## src/hw/rtl/incircle_sign_top_assert.svh

```systemverilog
// Assertion macros for the incircle sign pipeline.
// Included by the modules that check their own logic; no other dependencies.
`ifndef INCIRCLE_SIGN_TOP_ASSERT_SVH
`define INCIRCLE_SIGN_TOP_ASSERT_SVH
`ifndef ASSERT_OFF
// Same-cycle implication
`define ICS_ASSERT_IMPL(lbl, clk, rst_n, ante, cons) \
    lbl: assert property (@(posedge clk) disable iff (!rst_n) (ante) |-> (cons)) \
        else $error("incircle sign: same-cycle check failed");
// Next-cycle implication
`define ICS_ASSERT_NEXT(lbl, clk, rst_n, ante, cons) \
    lbl: assert property (@(posedge clk) disable iff (!rst_n) (ante) |=> (cons)) \
        else $error("incircle sign: next-cycle check failed");
`else
`define ICS_ASSERT_IMPL(lbl, clk, rst_n, ante, cons)
`define ICS_ASSERT_NEXT(lbl, clk, rst_n, ante, cons)
`endif
`endif

```

## src/hw/rtl/ics_pkg.sv

```systemverilog
// Shared widths, types and result codes for the incircle sign pipeline.
// No dependencies; every module of the block imports it.
package ics_pkg;

    // Coordinate width; all internal widths follow from it
    localparam int COORD_BITS = 32;
    localparam int FIELD_BITS = 32;
    localparam int DIFF_BITS  = COORD_BITS + 1;
    localparam int PROD_BITS  = 2 * DIFF_BITS;
    localparam int MINOR_BITS = PROD_BITS + 1;
    // split of a minor or lift into halves for the wide products
    localparam int LO_BITS    = (MINOR_BITS + 1) / 2;
    localparam int HI_BITS    = MINOR_BITS - LO_BITS;
    localparam int CROSS_BITS = LO_BITS + HI_BITS + 1;
    localparam int WIDE_BITS  = 2 * MINOR_BITS;
    localparam int DET_BITS   = WIDE_BITS + 2;
    localparam int LANES      = 3;

    typedef logic signed [FIELD_BITS-1:0]   t_field;
    typedef logic signed [COORD_BITS-1:0]   t_coord;
    typedef logic signed [DIFF_BITS-1:0]    t_diff;
    typedef logic signed [PROD_BITS-1:0]    t_prod;
    typedef logic signed [MINOR_BITS-1:0]   t_minor;
    typedef logic        [LO_BITS-1:0]      t_lo;
    typedef logic signed [HI_BITS-1:0]      t_hi;
    typedef logic        [2*LO_BITS-1:0]    t_ll;
    typedef logic signed [CROSS_BITS-1:0]   t_cross;
    typedef logic signed [CROSS_BITS:0]     t_xsum;
    typedef logic signed [2*HI_BITS-1:0]    t_hh;
    typedef logic signed [WIDE_BITS-1:0]    t_wide;
    typedef logic signed [DET_BITS-1:0]     t_det;
    typedef logic signed [1:0]              t_side;

    // Differences of a, b, c to the query point d
    typedef struct packed {
        t_diff adx;
        t_diff ady;
        t_diff bdx;
        t_diff bdy;
        t_diff cdx;
        t_diff cdy;
    } t_diffs;

    // Result codes
    localparam t_side SIDE_ON  = 2'sb00;
    localparam t_side SIDE_IN  = 2'sb01;
    localparam t_side SIDE_OUT = 2'sb11;

endpackage

```

## src/hw/rtl/ics_sign.sv

```systemverilog
// Stages 6 and 7: sum of the three lane products, then its sign code.
// Depends on ics_pkg and the assertion macros header.
`include "incircle_sign_top_assert.svh"

module ics_sign (
    input  logic           i_clk,
    input  logic           i_rst_n,
    input  logic           i_valid,
    output logic           o_stall,
    input  ics_pkg::t_wide i_prod [ics_pkg::LANES],
    output logic           o_valid,
    input  logic           i_stall,
    output ics_pkg::t_side o_side
);
    import ics_pkg::*;

    logic  r_v6;
    logic  r_v7;
    logic  stall6;
    logic  stall7;
    t_det  r_det;
    t_det  n_det;
    t_side r_side;
    t_side n_side;

    assign stall7  = r_v7 && i_stall;
    assign stall6  = r_v6 && stall7;
    assign o_stall = stall6;

    always_ff @(posedge i_clk) begin
        if (!i_rst_n) begin
            r_v6 <= 1'b0;
            r_v7 <= 1'b0;
        end else begin
            if (!stall6) begin
                r_v6 <= i_valid;
            end
            if (!stall7) begin
                r_v7 <= r_v6;
            end
        end
    end

    // Stage 6: determinant
    assign n_det = t_det'(i_prod[0]) + t_det'(i_prod[1]) + t_det'(i_prod[2]);

    always_ff @(posedge i_clk) begin
        if (!stall6 && i_valid) begin
            r_det <= n_det;
        end
    end

    // Stage 7: sign and zero test
    always_comb begin
        if (r_det[DET_BITS-1]) begin
            n_side = SIDE_OUT;
        end else if (r_det != '0) begin
            n_side = SIDE_IN;
        end else begin
            n_side = SIDE_ON;
        end
    end

    always_ff @(posedge i_clk) begin
        if (!stall7 && r_v6) begin
            r_side <= n_side;
        end
    end

    assign o_valid = r_v7;
    assign o_side  = r_side;

    `ICS_ASSERT_NEXT(a_zero_on, i_clk, i_rst_n, r_v6 && !stall7 && r_det == '0, o_side == SIDE_ON)
    `ICS_ASSERT_NEXT(a_neg_out, i_clk, i_rst_n, r_v6 && !stall7 && r_det[DET_BITS-1], o_side == SIDE_OUT)

endmodule

```

## config.mk

```make
export PLATFORM = sky130hd
export DESIGN_NAME = ics_sign
export DESIGN_NICKNAME = d
export VERILOG_FILES = /design/src/hw/rtl/ics_pkg.sv /design/src/hw/rtl/ics_sign.sv
export VERILOG_INCLUDE_DIRS = /design/src /design/src/hw/rtl
export SDC_FILE = /design/constraint.sdc
export NUM_CORES = 1
export LEC_CHECK = 0
export ABC_AREA = 1
export BUFFER_PORTS_ARGS = -buffer_cell sky130_fd_sc_hd__buf_2
export CAP_MARGIN = 10
export CORE_UTILIZATION = 55
export CTS_CLUSTER_SIZE = 8
export DETAILED_ROUTE_END_ITERATION = 10
export PLACE_DENSITY = 0.8
export SKIP_CTS_REPAIR_TIMING = 1
export SLEW_MARGIN = 10
export SYNTH_ARGS = -nofsm -noshare
export SYNTH_HDL_FRONTEND = slang
export SYNTH_SLANG_ARGS = --single-unit
export TNS_END_PERCENT = 50
```

## constraint.sdc

```tcl
create_clock -name i_clk -period 4.2 [get_ports i_clk]
set_clock_uncertainty 0.15 [all_clocks]
set_input_delay 0.21 -clock i_clk [delete_from_list [all_inputs] [get_ports i_clk]]
set_output_delay 0.21 -clock i_clk [all_outputs]
set_load 0.03 [all_outputs]
```

; Word level (Yosys, flattened, before mapping)
; Cells that the tools add are included.
; W data, S select, Z words.
[classes]
shifts = 0
bitwise_logic = 0
muxes = 1
n_eq_ne = 0
addsub = 2
div = 0
n_mul = 0
order_cmp = 0
reduce_logical = 7
[ops]
columns = op, count
row1 = $add A135 B134 Y136, 1
row2 = $reduce_bool A136 Y1, 1
row3 = $add A134 B134 Y135, 1
row4 = $logic_and A1 B1 Y1, 4
row5 = $logic_not A1 Y1, 2
row6 = $mux W1, 1
[word_totals]
out_inout_bits = 4
memories = 0
word_cells = 14
ram_bits = 0
rom_bits = 0
in_bits = 406
latch_bits = 0
ff_bits = 140

; Longest topological paths before layout
[depth]
word_depth = 4
depth_mapped = 21
mapped_depth_nobuf = 21

; Least setup slack after synthesis
; No wires, ideal clock.
[synth_path]
path_kind = register -> register
startpoint = reg r_v7, in the netlist o_valid
endpoint = reg r_det[0] (enable)
path_buffers = 0
path_stages_with_launch = 6
setup_ns = 0.489
t_arrival_ns = 3.454
synth_period_minus_slack_ns = 4.094
t_required_ns = 3.561
setup_slack_ns = 0.106
cell_sequence = dfxtp_1 > nand2_1 > nor2_1 > inv_1 > nand2_1 > inv_1
[synth_between]
elab_chain_cells = 4
[synth_lines]
columns = element, line
row1 = from (decl), ics_sign.sv:18  ; logic r_v7;
row2 = from (signal assigned), ics_sign.sv:39  ; r_v7 <= r_v6;
row3 = $logic_and A1 B1 Y1, ics_sign.sv:26  ; assign stall7 = r_v7 && i_stall;
row4 = $logic_and A1 B1 Y1, ics_sign.sv:27  ; assign stall6 = r_v6 && stall7;
row5 = net o_stall, ics_sign.sv:9  ; output logic o_stall,
row6 = $logic_not A1 Y1, ics_sign.sv:48  ; if (!stall6 && i_valid) begin
row7 = $logic_and A1 B1 Y1, ics_sign.sv:48
row8 = to (signal assigned), ics_sign.sv:49  ; r_det <= n_det;
row9 = to (decl), ics_sign.sv:21  ; t_det r_det;
; The timed path passes the listed nets, and every way through them passes these cells.
; A chain may end at the register's enable or synchronous reset.

; Worst setup path after layout
[layout_path]
startpoint = in i_prod[7] (netlist bit)
endpoint = reg r_det[88], data pin
[layout_between]
elab_chain_cells = 1
[layout_lines]
columns = element, line
row1 = from (decl), ics_sign.sv:10  ; input ics_pkg::t_wide i_prod [ics_pkg::LANES],
row2 = $add A135 B134 Y136, ics_sign.sv:45  ; assign n_det = t_det'(i_prod[0]) + t_det'(i_prod[1]) + t_det'(i_prod[2]);
row3 = net n_det[88], ics_sign.sv:22  ; t_det n_det;
; The timed path passes the listed nets, and every way through them passes these cells.

==> impl_metrics.py <==
metrics = {
    "placed_design": {
        "gp_congestion": 1.12,
        "place_ws_ps": 648,
        "placed_cells": 4138,
        "io_buffers": 409,
        "dp_hpwl_um": 74300,
    },
    "clocking": {
        "cts_buffers": 17,
        "clockRootBuffer": "clkbuf_16",
        "cts_buffer_depth": 2,
        "cts_tree": "built",
        "clock_sinks": 140,
        "htreeDepth": 4,
        "worstSkewPairLatency_ps": 460,
        "clkTransAtPathRegs_ps": 60,
    },
    "drt": {
        "ant_nets": 0,
        "routedWlPerCell_um": 20.3,
        "first_iter_violations": 2517,
        "drcViolationCount": 0,
        "via_count": 22988,
        "drt_wl_total_um": 84800,
        "drt_first_pass_iters": 6,
        "vias_per_cell": 5.51,
    },
    "synth": {
        "synth-main-ff-cell": "edfxtp_1",
        "yosysTopAreaCellShare_pct": 21.5,
        "syn_area_per_cell_um2": 6.35,
        "syn_area_um2": 20700,
        "syn_nets": 3932,
        "yosysMostFrequentCell": "nand2_1",
        "synth_cells": 3257,
        "async_flop_share_pct": 0,
        "synth_top_cell_by_area": "nand2_1",
        "ys_ff_latch": 140,
        "ys_top_cells_by_area": "nand2_1 (22%), edfxtp_1 (20%), fa_1 (13%)",
        "ys_seq_area_share_pct": 20.2,
        "synth_cell_types": 27,
        "ys_warn_count": 0,
        "synthTopCellsByCount": "nand2_1 (1184), inv_1 (682), nor2_1 (323)",
        "synth_edf_count": 138,
    },
    "timing": {
        "fin_crit_ps": 3280,
        "maxSlewHeadroom_pct": 39.6,
        "fin_ws_ps": 923,
        "tightestPinTransition_ps": 897,
        "finalSetupViolations": 0,
        "setup_tns_ps": 0,
        "finalMaxSlewViolations": 0,
        "grt_setup_unrepaired": "false",
        "finalCritPeriodShare_pct": 78.0,
        "finalHoldWorstSlack_ps": 116,
        "fmax_mhz": 305,
        "hold_viol_final": 0,
    },
    "layout": {
        "syn2layout_area_growth_pct": 16.1,
        "stdcell_count": 4175,
        "fin_nets": 4368,
        "drive_gt1_share_pct": 14.1,
    },
    "critical_path": {
        "startpoint_type": "input pin",
        "critPathKind": "input pin to flop",
        "worstPathArrival_ps": 3340,
        "critPathRequiredTime_ps": 4260,
        "cp_max_fo": 4,
        "crit_path_end_kind": "flop",
    },
    "die": {
        "rows": 70,
        "start_util_pct": 56.2,
        "die_area_um2": 38400,
        "die_y_um": 196,
        "die_width_um": 196,
        "io_pins": 410,
        "coreArea_um2": 36800,
    },
    "pwr": {
        "pwr-share-clk_pct": 18.0,
        "p_sw_share_pct": 49.2,
        "power.density_nw_per_um2": 383,
        "power.switching_mw": 4.53,
        "pwr-share-comb_pct": 57.7,
        "power_mw": 9.19,
        "max-vdd-ir-drop_v": 0.000320,
        "pwr-share-seq_pct": 24.2,
        "leakagePower_nw": 12.7,
        "cellInternalPower_mw": 4.66,
    },
    "grt": {
        "grt_usage_pct": 43.8,
        "gr-usage-met1_pct": 52.4,
        "grt_busiest_layer": "met2",
        "grt_pass1_wl_um": 123000,
        "use_met3_pct": 11.1,
        "grt-ovfl-total": 0,
        "antenna_found_initial": 0,
        "met2_usage_pct": 69.1,
        "grt_pass1_vias": 21678,
        "grt_max_degree": 60,
    },
    "status": {
        "outcome": "finished clean",
    },
    "job": {
        "maxCapViolCount": 0,
    },
    "min_path": {
        "hp-class": "input pin to flop",
    },
}
==> power groups by stage <==
stage	logic, mW	clock network [mW]	registers, mW
after floorplan	3.20	0	2.18
after global placement	5.04	0	2.24
after detailed placement	5.06	0	2.25
after CTS	5.10	1.64	2.22
after global routing	5.70	1.68	2.25
final	5.31	1.65	2.23
==> path summary, 6_finish.rpt <==
check,slack (ps),end,cells past startpoint,startpoint
hold reg to reg,350,o_side[1],0,r_det[135]
setup / recovery,920,r_det[88],16,i_prod[7]
setup reg to reg,1420,o_side[0],4,r_det[72]
hold / removal,120,r_det[1],3,i_prod[135]
==> worst max-delay path, stage by stage <==
cell and delay, ps:
buf_2 110, fa_1 510, ha_1 400, nand2_1 160, nor2_1 370, nand2_1 120
nand3_2 210, nand2_1 100, nand2_2 160, nand2_1 80, nand2_2 170, nand2_1 90
nand2_2 250, nand2_1 210, nand3_1 110, nand2_1 50
==> metal layers <==
metal | vias up | routed length [um]
met5 | - | 0
met4 | 0 | 6780
met3 | 288 | 9730
met2 | 1398 | 37000
met1 | 10395 | 31200
li1 | 10907 | -
==> registers in the layout, indices dropped and copies added, names as in the netlist <==
name / cells
o_valid: 1
r_v6: 1
r_det: 136
o_side: 2
==> cell usage in the layout, fill, tap and decap left out, types with 3 or more instances in the layout <==
cell type / instances
clkinv_1: 4
nand2_1: 1184
ha_1: 134
a21oi_1: 190
nor2_1: 323
nor2_2: 20
fa_1: 135
nor2_4: 4
o21ai_0: 95
nand3_2: 8
nand2_2: 33
nand4_1: 19
clkinv_2: 3
clkinv_4: 3
inv_1: 681
buf_4: 3
clkbuf_16: 17
o21bai_1: 20
nor3_2: 7
edfxtp_1: 138
xor2_1: 74
nor4_1: 35
a21o_1: 5
buf_2: 409
dlygate4sd3_1: 4
inv_2: 9
nor3_1: 34
nand3_1: 98
bufinv_16: 4
==> kinds of logic after synthesis <==
| logic type | count (synthesis) | share of synthesized area (%) |
|---|---|---|
| buffers and inverters | 691 | 12.5 |
| AOI/OAI and AO/OA | 311 | 7.85 |
| and+or+nand+nor | 1771 | 35.0 |
| adders and majority gates | 269 | 21.2 |
| xor gates and xnor gates | 75 | 3.18 |
| DFF | 140 | 20.2 |
==> cell type report <==
type / instances / area (um^2)
clock inverter: 14 / 176
timing repair buffer: 417 / 2130
multi-input combinational: 2426 / 13900
clock buffer: 18 / 429
fill: 3539 / 12800
tap: 468 / 586
inverter: 691 / 2600
sequential: 140 / 4180
antenna: 1 / 2.50
==> stage by stage <==
step / util, % / instance area, um^2
finish: 65.2 / 24000
global route: 65.2 / 24000
CTS: 65.1 / 24000
detailed placement: 63.5 / 23300
global placement: 63.5 / 23300
floorplan: - / 20700
No activity file was read; power rests on OpenSTA's default activity.
