==> config.mk <==
export PLATFORM = sky130hd
export DESIGN_NAME = ics_delta
export DESIGN_NICKNAME = d
export VERILOG_FILES = /design/src/hw/rtl/incircle_sign_top_assert.svh /design/src/hw/rtl/ics_pkg.sv /design/src/hw/rtl/ics_delta.sv
export SDC_FILE = /design/constraint.sdc
export NUM_CORES = 1
export LEC_CHECK = 0
export BUFFER_PORTS_ARGS = -buffer_cell sky130_fd_sc_hd__clkbuf_2
export CAP_MARGIN = 20
export CORE_ASPECT_RATIO = 0.7
export CORE_MARGIN = 2
export CORE_UTILIZATION = 25
export CTS_BUF_LIST = sky130_fd_sc_hd__clkbuf_4 sky130_fd_sc_hd__clkbuf_8
export CTS_CLUSTER_DIAMETER = 30
export DETAILED_ROUTE_END_ITERATION = 12
export SLEW_MARGIN = 40
export SYNTH_ARGS = -nofsm -noshare
export SYNTH_HDL_FRONTEND = slang
export SYNTH_SLANG_ARGS = --single-unit
==> constraint.sdc <==
create_clock -name i_clk -period 12.6 [get_ports i_clk]
set_input_delay 1.26 -clock i_clk [delete_from_list [all_inputs] [get_ports i_clk]]
set_output_delay 1.26 -clock i_clk [all_outputs]
set_load 0.03 [all_outputs]
==> src/hw/rtl/incircle_sign_top_assert.svh <==
// Assertion macros for the incircle sign pipeline.
// Included by the modules that check their own logic; no other dependencies.
`ifndef INCIRCLE_SIGN_TOP_ASSERT_SVH
`define INCIRCLE_SIGN_TOP_ASSERT_SVH
`ifndef ASSERT_OFF
// Same-cycle implication
`define ICS_ASSERT_IMPL(lbl, clk, rst_n, ante, cons) \
    lbl: assert property (@(posedge clk) disable iff (!rst_n) (ante) |-> (cons)) \
        else $error("incircle sign: same-cycle check failed");
// Next-cycle implication
`define ICS_ASSERT_NEXT(lbl, clk, rst_n, ante, cons) \
    lbl: assert property (@(posedge clk) disable iff (!rst_n) (ante) |=> (cons)) \
        else $error("incircle sign: next-cycle check failed");
`else
`define ICS_ASSERT_IMPL(lbl, clk, rst_n, ante, cons)
`define ICS_ASSERT_NEXT(lbl, clk, rst_n, ante, cons)
`endif
`endif

==> src/hw/rtl/ics_pkg.sv <==
// Shared widths, types and result codes for the incircle sign pipeline.
// No dependencies; every module of the block imports it.
package ics_pkg;

    // Coordinate width; all internal widths follow from it
    localparam int COORD_BITS = 32;
    localparam int FIELD_BITS = 32;
    localparam int DIFF_BITS  = COORD_BITS + 1;
    localparam int PROD_BITS  = 2 * DIFF_BITS;
    localparam int MINOR_BITS = PROD_BITS + 1;
    // split of a minor or lift into halves for the wide products
    localparam int LO_BITS    = (MINOR_BITS + 1) / 2;
    localparam int HI_BITS    = MINOR_BITS - LO_BITS;
    localparam int CROSS_BITS = LO_BITS + HI_BITS + 1;
    localparam int WIDE_BITS  = 2 * MINOR_BITS;
    localparam int DET_BITS   = WIDE_BITS + 2;
    localparam int LANES      = 3;

    typedef logic signed [FIELD_BITS-1:0]   t_field;
    typedef logic signed [COORD_BITS-1:0]   t_coord;
    typedef logic signed [DIFF_BITS-1:0]    t_diff;
    typedef logic signed [PROD_BITS-1:0]    t_prod;
    typedef logic signed [MINOR_BITS-1:0]   t_minor;
    typedef logic        [LO_BITS-1:0]      t_lo;
    typedef logic signed [HI_BITS-1:0]      t_hi;
    typedef logic        [2*LO_BITS-1:0]    t_ll;
    typedef logic signed [CROSS_BITS-1:0]   t_cross;
    typedef logic signed [CROSS_BITS:0]     t_xsum;
    typedef logic signed [2*HI_BITS-1:0]    t_hh;
    typedef logic signed [WIDE_BITS-1:0]    t_wide;
    typedef logic signed [DET_BITS-1:0]     t_det;
    typedef logic signed [1:0]              t_side;

    // Differences of a, b, c to the query point d
    typedef struct packed {
        t_diff adx;
        t_diff ady;
        t_diff bdx;
        t_diff bdy;
        t_diff cdx;
        t_diff cdy;
    } t_diffs;

    // Result codes
    localparam t_side SIDE_ON  = 2'sb00;
    localparam t_side SIDE_IN  = 2'sb01;
    localparam t_side SIDE_OUT = 2'sb11;

endpackage

==> src/hw/rtl/ics_delta.sv <==
// Stage 1 of the incircle sign pipeline: coordinate differences to d.
// Depends on ics_pkg.
module ics_delta (
    input  logic            i_clk,
    input  logic            i_rst_n,
    input  logic            i_valid,
    output logic            o_stall,
    input  ics_pkg::t_field i_a_x,
    input  ics_pkg::t_field i_a_y,
    input  ics_pkg::t_field i_b_x,
    input  ics_pkg::t_field i_b_y,
    input  ics_pkg::t_field i_c_x,
    input  ics_pkg::t_field i_c_y,
    input  ics_pkg::t_field i_d_x,
    input  ics_pkg::t_field i_d_y,
    output logic            o_valid,
    input  logic            i_stall,
    output ics_pkg::t_diffs o_diffs
);
    import ics_pkg::*;

    logic   r_v;
    t_diffs r_diffs;
    t_diffs n_diffs;

    // Low coordinate bits, sign-extended, then subtracted
    function automatic t_diff diff_of(t_field p, t_field q);
        t_coord pc;
        t_coord qc;
        pc = p[COORD_BITS-1:0];
        qc = q[COORD_BITS-1:0];
        return t_diff'(pc) - t_diff'(qc);
    endfunction

    always_comb begin
        n_diffs.adx = diff_of(i_a_x, i_d_x);
        n_diffs.ady = diff_of(i_a_y, i_d_y);
        n_diffs.bdx = diff_of(i_b_x, i_d_x);
        n_diffs.bdy = diff_of(i_b_y, i_d_y);
        n_diffs.cdx = diff_of(i_c_x, i_d_x);
        n_diffs.cdy = diff_of(i_c_y, i_d_y);
    end

    // Stage holds only when full and the next stage holds
    assign o_stall = r_v && i_stall;

    always_ff @(posedge i_clk) begin
        if (!i_rst_n) begin
            r_v <= 1'b0;
        end else if (!o_stall) begin
            r_v <= i_valid;
        end
    end

    always_ff @(posedge i_clk) begin
        if (!o_stall && i_valid) begin
            r_diffs <= n_diffs;
        end
    end

    assign o_valid = r_v;
    assign o_diffs = r_diffs;

endmodule

; After elaboration in Yosys (flattened, before gate mapping)
; Index checks and enable logic that the tools add are counted.
; W data, S select, Z words.
[op_classes]
n_reduce_logical = 3
add_sub_neg = 6
[op_table]
columns = operator, n
row1 = $sub A32 B32 Y33, 6
row2 = $logic_and A1 B1 Y1, 2
row3 = $logic_not A1 Y1, 1
[totals]
ff_bits = 199
in_bits = 260
wordCells = 16
output_inout_bits = 200

; Depth between registers and ports, before layout
; Gate-level depths: netlist of run 1.
[depth]
ltp_word = 3
ltp_mapped = 13
depth_no_buf = 13

; Worst setup path after synthesis of run 1
; Ideal clock, no wire load.
[synth_timing]
path_type = input to register
start = in i_stall
end = reg r_diffs (netlist bit o_diffs[0]) (enable)
setup_time_ns = 0.778
arrival_time_ns = 10.213
path_buffers = 0
setup_slack_ns = 1.608
required_ns = 11.822
path_stages = 2
cell_sequence = and2_1 nor2b_1
[synth_via]
elab_chain_cells = 3
[synth_rtl]
columns = item, line_no
row1 = start: declaration, ics_delta.sv:17  ; input logic i_stall,
row2 = $logic_and A1 B1 Y1, ics_delta.sv:45  ; assign o_stall = r_v && i_stall;
row3 = $logic_not A1 Y1, ics_delta.sv:56  ; if (!o_stall && i_valid) begin
row4 = $logic_and A1 B1 Y1, ics_delta.sv:56
row5 = end signal: assignment, ics_delta.sv:57  ; r_diffs <= n_diffs;
row6 = end: declaration, ics_delta.sv:23  ; t_diffs r_diffs;
; Every way passes these cells.
; A chain may end at the register's enable or synchronous reset.

==> impl_metrics.env, run 1 <==
export IMPL_outcome="complete, no violations"
export IMPL_cp_top_family="compound AO/OA/AOI/OAI gates"
export IMPL_synth_nets=1973
export IMPL_clock_sinks=199
export IMPL_syn_area_um2=15300
export IMPL_first_iter_violations=631
export IMPL_hp_class="reg2reg"
export IMPL_cp_max_fo=4
export IMPL_post_cts_buffers=0
export IMPL_setup_viol=0
export IMPL_max_freq_ghz=0.247
export IMPL_p_int_w=0.00134
export IMPL_synth_area_leaders="edfxtp_1 39%, ha_1 16%, xnor2_1 6.6%"
export IMPL_hold_violations=0
export IMPL_num_rows=75
export IMPL_cp_slowest_stage_delay_ns=0.55
export IMPL_seqPwrFrac=0.399
export IMPL_grt_pass1_vias=13700
export IMPL_clk_latency_ns=0.59
export IMPL_period_needed_ns=4.06
export IMPL_gp_congestion=0.929
export IMPL_layout_area_seq_um2=5970
export IMPL_hold_worst_slack_ns=0.690
export IMPL_htreeDepth=4
export IMPL_cp_cell_sequence="clkbuf_2, inv_1, ha_1, nor2b_1, o2111a_1, nor3_1, or4_1, o211ai_1, a41oi_1, o31ai_1, a311oi_1, o21ai_1, xor2_1"
export IMPL_endpoint_kind="flip-flop"
export IMPL_num_io_pins=460
export IMPL_finish_net_count=2439
export IMPL_synth_edf_count=198
export IMPL_swShare=0.393
export IMPL_layout_commonest_cell="clkbuf_2"
export IMPL_synthArstFlopShare=0
export IMPL_grt_pass1_wl_um=79900
export IMPL_timing_final_crit_share=0.322
export IMPL_syn_area_per_cell_um2=10.1
export IMPL_fin_skew_ns=0.0149
export IMPL_worst_ep_arrival_time_ns=4.42
export IMPL_drive_above_1_share=0.260
export IMPL_mostFrequentLayoutCells="459 x clkbuf_2, 198 x edfxtp_1, 192 x ha_1"
export IMPL_grt_overflow=0
export IMPL_multi_input_area_um2=8860
export IMPL_die_w_um=300
export IMPL_synth_largest_area_cell="edfxtp_1"
export IMPL_clockPowerShare=0.211
export IMPL_dieArea_um2=63300
export IMPL_critPathKind="in2reg"
export IMPL_leakagePower_nw=8.86
export IMPL_switching_power_w=0.000871
export IMPL_powerDensity_nw_per_um2=117
export IMPL_rsz0062_at_grt="no"
export IMPL_vias=13600
export IMPL_slowest_stage="nor3_1"
export IMPL_track_usage=0.167
export IMPL_clkSlewWorstSetupHoldPaths_ns=0.12
export IMPL_tightest_slew_ns=0.833
export IMPL_cp_num_buf_inv=2
export IMPL_fin_tns_setup_ns=0
export IMPL_port_buffers=459
export IMPL_synth_cell_types=70
export IMPL_finalMaxSlewViolations=0
export IMPL_yosys_most_used_dff="edfxtp_1"
export IMPL_syn_to_final_growth_pct=24.1
export IMPL_initial_core_util=0.254
export IMPL_critical_path_required_ns=12.96
export IMPL_synth_cells=1515
export IMPL_clockBufferDepth=2
export IMPL_ys_ff_latch=199
export IMPL_relSlewSlack=0.430
export IMPL_synth_top_area_frac=0.388
export IMPL_grt_antenna_before_repair=7
export IMPL_fillers=6238
export IMPL_drv_cap=0
export IMPL_fin_util=0.316
export IMPL_cts_made_buffers=17
export IMPL_post_route_drc_count=0
export IMPL_yosys_warnings=0
export IMPL_pwr_share_comb=0.391
export IMPL_wl_um=53500
export IMPL_die_h_um=211
export IMPL_drt_pre_antenna_iters=5
export IMPL_place_area_um2=18600
export IMPL_hold_buffers=0
export IMPL_grt_start_max_net_pins=64
export IMPL_final_antenna_net_count=0
export IMPL_total_power_w=0.00222
export IMPL_vdd_drop_max_mv=0.0705
export IMPL_synth_seq_area_share=0.389
export IMPL_avgRoutedWirePerCell_um=19.1
export IMPL_cp_start_kind="input pin"
export IMPL_viasPerCell=4.83
export IMPL_dp_hpwl_um=44800
export IMPL_final_area_um2=19000
export IMPL_cts_root_buf="clkbuf_8"
export IMPL_cts_repair_resized=0
export IMPL_cts_tree="built"
export IMPL_core_um2=60200
==> worst paths after layout <==
| kind | startpoint | to | slack [ns] | cells past startpoint |
|---|---|---|---|---|
| setup / recovery | i_d_y[1] | o_diffs[31]$_DFFE_PP_ | 8.54 | 13 |
| hold / removal | o_valid$_SDFFE_PN0N_ | o_valid$_SDFFE_PN0N_ | 0.69 | 2 |
| setup reg to reg | o_valid$_SDFFE_PN0N_ | o_diffs[87]$_DFFE_PP_ | 9.73 | 4 |
| hold reg to reg | o_valid$_SDFFE_PN0N_ | o_valid$_SDFFE_PN0N_ | 0.69 | 2 |
==> power by group through the flow <==
| stage | Sequential (W) | Clock, W | Combinational [W] |
|---|---|---|---|
| final | 0.000883 | 0.000467 | 0.000866 |
| after global routing | 0.000892 | 0.000504 | 0.000942 |
| after CTS | 0.000885 | 0.000489 | 0.000869 |
| after detailed placement | 0.000899 | 0 | 0.000863 |
| after global placement | 0.000898 | 0 | 0.000857 |
| after floorplan | 0.00107 | 0 | 0.000427 |
==> kinds of logic (layout without fill, tap and decap cells) <==
logic type                 Yosys count  count (layout)  share of synthesized area
and+or+nand+nor                    330             330                      0.105
DFF                                199             199                      0.389
xor gates and xnor gates           168             168                     0.0960
adders and majority gates          198             198                      0.165
other                                0               1                          0
AOI/OAI and AO/OA                  485             485                      0.211
buffers and inverters              135             614                     0.0331
==> metrics by stage <==
stage	worst slack [ns]	std cells
floorplan	1.61	1515
global placement	8.01	2770
detailed placement	7.98	2770
CTS	8.64	2802
global route	8.38	2803
finish	8.54	2803
==> worst register-to-register path: cells and delay by family, from the launching register on <==
family / cells / cell delay [ns]
buf+inv: 2 / 1.31
simple gates: 2 / 0.79
flops: 1 / 0.33
==> state kept, by name, summed over array words and instances (netlist names) <==
register,cells
o_diffs,198
o_valid,1
==> layer usage <==
metal	share of wire	wire length, um	up-vias	track usage
li1	-	-	6584	-
met1	0.46	24500	6470	0.218
met2	0.47	25000	420	0.273
met3	0.053	2810	65	0.0394
met4	0.019	1020	12	0.0516
met5	0.0015	79	-	0
==> synthesized netlist by cell type, types with 5 or more instances <==
cell type / count
a211o_1: 5
a211oi_1: 9
a21boi_0: 6
a21o_1: 93
a21oi_1: 151
a311oi_1: 5
a31o_2: 5
a31oi_1: 16
and2_1: 9
and3_1: 13
clkbuf_1: 15
edfxtp_1: 198
fa_1: 6
ha_1: 192
inv_1: 120
nand2_1: 79
nand2b_1: 15
nand3_1: 32
nand4_1: 24
nor2_1: 89
nor2b_1: 30
nor3_1: 15
o2111ai_1: 5
o211ai_1: 13
o21a_1: 28
o21ai_0: 67
o21bai_1: 12
o22ai_1: 5
o31a_1: 6
o31ai_1: 9
or3_1: 8
xnor2_1: 115
xor2_1: 53
==> cell type report <==
cell class,count,area share
timing repair buffer,462,0.122
clock buffer,18,0.0127
multi-input combinational,1181,0.466
inverter,120,0.0237
sequential,199,0.314
tap,808,0.0532
antenna,1,0.000132
clock inverter,14,0.00869
No activity file was read; power rests on OpenSTA's default activity.
==> run 2, diff against run 1 <==
- clock period: 12.6 -> 3.53 ns (I/O delays scaled with it)
==> impl_metrics.env, run 2 (synthesis gave the netlist of run 1 again) <==
export IMPL_critical_path_required_ns=3.85
export IMPL_cp_top_family="compound AO/OA/AOI/OAI gates"
export IMPL_clockBufferDepth=2
export IMPL_setup_viol=0
export IMPL_clock_sinks=199
export IMPL_fillers=6262
export IMPL_fin_skew_ns=0.0149
export IMPL_outcome="complete, no violations"
export IMPL_hold_worst_slack_ns=0.206
export IMPL_worst_ep_arrival_time_ns=3.43
export IMPL_grt_pass1_vias=13900
export IMPL_syn_to_final_growth_pct=26.9
export IMPL_clk_latency_ns=0.56
export IMPL_rr_worst_depth=3
export IMPL_tightest_slew_ns=0.752
export IMPL_grt_pass1_wl_um=80800
export IMPL_cts_tree="built"
export IMPL_core_um2=60200
export IMPL_layout_area_seq_um2=5970
export IMPL_mostFrequentLayoutCells="459 x clkbuf_2, 198 x edfxtp_1, 192 x ha_1"
export IMPL_timing_final_crit_share=0.882
export IMPL_initial_core_util=0.254
export IMPL_cp_start_kind="input pin"
export IMPL_gp_congestion=0.917
export IMPL_finish_net_count=2489
export IMPL_grt_antenna_before_repair=7
export IMPL_slowest_stage="a211oi_1"
export IMPL_crit_top_cell="buf_4"
export IMPL_cts_repair_resized=0
export IMPL_cts_made_buffers=17
export IMPL_post_cts_buffers=0
export IMPL_cp_slowest_stage_delay_ns=0.52
export IMPL_hold_violations=0
export IMPL_viasPerCell=4.83
export IMPL_first_iter_violations=673
export IMPL_post_route_drc_count=0
export IMPL_multi_input_area_um2=8860
export IMPL_dp_hpwl_um=45500
export IMPL_hold_depth=4
export IMPL_ff2ff_setup_slack_ns=1.85
export IMPL_largest_register_ffs=198
export IMPL_grt_start_max_net_pins=105
export IMPL_wl_met1_um=24200
export IMPL_dp_cells=2818
export IMPL_clockPowerShare=0.213
export IMPL_htreeDepth=4
export IMPL_drv_cap=0
export IMPL_dieArea_um2=63300
export IMPL_cts_root_buf="clkbuf_8"
export IMPL_wl_met3_um=3630
export IMPL_drive_above_1_share=0.278
export IMPL_drt_pre_antenna_iters=5
export IMPL_p_int_w=0.00493
export IMPL_r2r_start="o_valid$_SDFFE_PN0N_"
export IMPL_grt_overflow=0
export IMPL_fin_tns_setup_ns=0
export IMPL_port_buffers=459
export IMPL_min_from="i_b_y[0]"
export IMPL_vdd_drop_max_mv=0.284
export IMPL_fin_ws_ns=0.416
export IMPL_clkSlewWorstSetupHoldPaths_ns=0.12
export IMPL_layout_cells_non_filler=2853
export IMPL_vias=13800
export IMPL_hp_class="in2reg"
export IMPL_max_freq_ghz=0.321
export IMPL_routed_top_layer="met5"
export IMPL_cp_cell_sequence="clkbuf_2, inv_1, buf_4, ha_1, o21a_1, o31a_1, o21ai_0, or3_1, a211oi_1, buf_4, o31ai_1, buf_4, o221ai_1, a21oi_1, o21ai_0, xor2_1"
export IMPL_final_antenna_net_count=0
export IMPL_layout_commonest_cell="clkbuf_2"
export IMPL_die_h_um=211
export IMPL_endpoint_kind="flip-flop"
export IMPL_fin_util=0.323
export IMPL_holdPathEnd="o_diffs[66]$_DFFE_PP_"
export IMPL_avgRoutedWirePerCell_um=19.0
export IMPL_hold_buffers=2
export IMPL_leakagePower_nw=9.12
export IMPL_track_usage=0.169
export IMPL_die_w_um=300
export IMPL_wl_um=54300
export IMPL_swShare=0.387
export IMPL_cp_num_buf_inv=5
export IMPL_critPathKind="in2reg"
export IMPL_rsz0062_at_grt="no"
export IMPL_relSlewSlack=0.498
export IMPL_worstReg2RegEnd="o_diffs[157]$_DFFE_PP_"
export IMPL_cp_max_fo=3
export IMPL_period_needed_ns=3.11
export IMPL_seqPwrFrac=0.392
export IMPL_finalMaxSlewViolations=0
export IMPL_num_io_pins=460
export IMPL_switching_power_w=0.00311
export IMPL_pwr_share_comb=0.395
export IMPL_num_rows=75
export IMPL_dp_slack_ns=-0.0991
export IMPL_powerDensity_nw_per_um2=413
export IMPL_routed_wl_met2_um=25400
run 2: worst max path at each step:
stage / start / to / slack (ns) / cells past startpoint
final: i_d_y[3] / o_diffs[163]$_DFFE_PP_ / 0.42 / 16
after global routing: i_d_y[3] / o_diffs[163]$_DFFE_PP_ / 0.29 / 16
after CTS: i_d_y[3] / o_diffs[163]$_DFFE_PP_ / 0.56 / 16
after detailed placement: i_d_y[3] / o_diffs[163]$_DFFE_PP_ / -0.1 / 16
after global placement: i_d_y[1] / o_diffs[163]$_DFFE_PP_ / -0.03 / 16
after floorplan: o_valid$_SDFFE_PN0N_ / o_diffs[0]$_DFFE_PP_ / -0.41 / 2
run 2: per-stage QoR:
step	power (W)	cell area, um2
final	0.00804	19400
after global routing	0.00850	19400
after CTS	0.00815	19400
after detailed placement	0.00638	19000
after global placement	0.00635	19000
after floorplan	0.00533	15300
run 2: layout make-up:
class                           instances  area share
Clock buffer                           17      0.0120
Antenna cell                            1    0.000129
Inverter                              120      0.0232
Tap cell                              808      0.0520
Sequential cell                       199       0.307
Clock inverter                         15     0.00991
Multi-Input combinational cell       1181       0.456
Timing Repair Buffer                  512       0.140
run 2: worst min-delay path, cell delays in order:
cell and delay, ns:
clkbuf_2 0.08, inv_1 0.04, ha_1 0.12, inv_1 0.03
run 2: metal layers:
layer	up-vias	GRT usage
met5	-	0
met3	72	0.0463
met2	424	0.276
met1	6593	0.218
met4	12	0.0452
li1	6693	-
run 2: power groups by stage:
stage / logic, W / registers (W) / clock network (W)
2_1_floorplan: 0.00153 / 0.00380 / 0
3_3_place_gp: 0.00314 / 0.00320 / 0
3_5_place_dp: 0.00317 / 0.00321 / 0
4_1_cts: 0.00319 / 0.00316 / 0.00181
5_1_grt: 0.00345 / 0.00318 / 0.00186
6_report: 0.00318 / 0.00315 / 0.00171
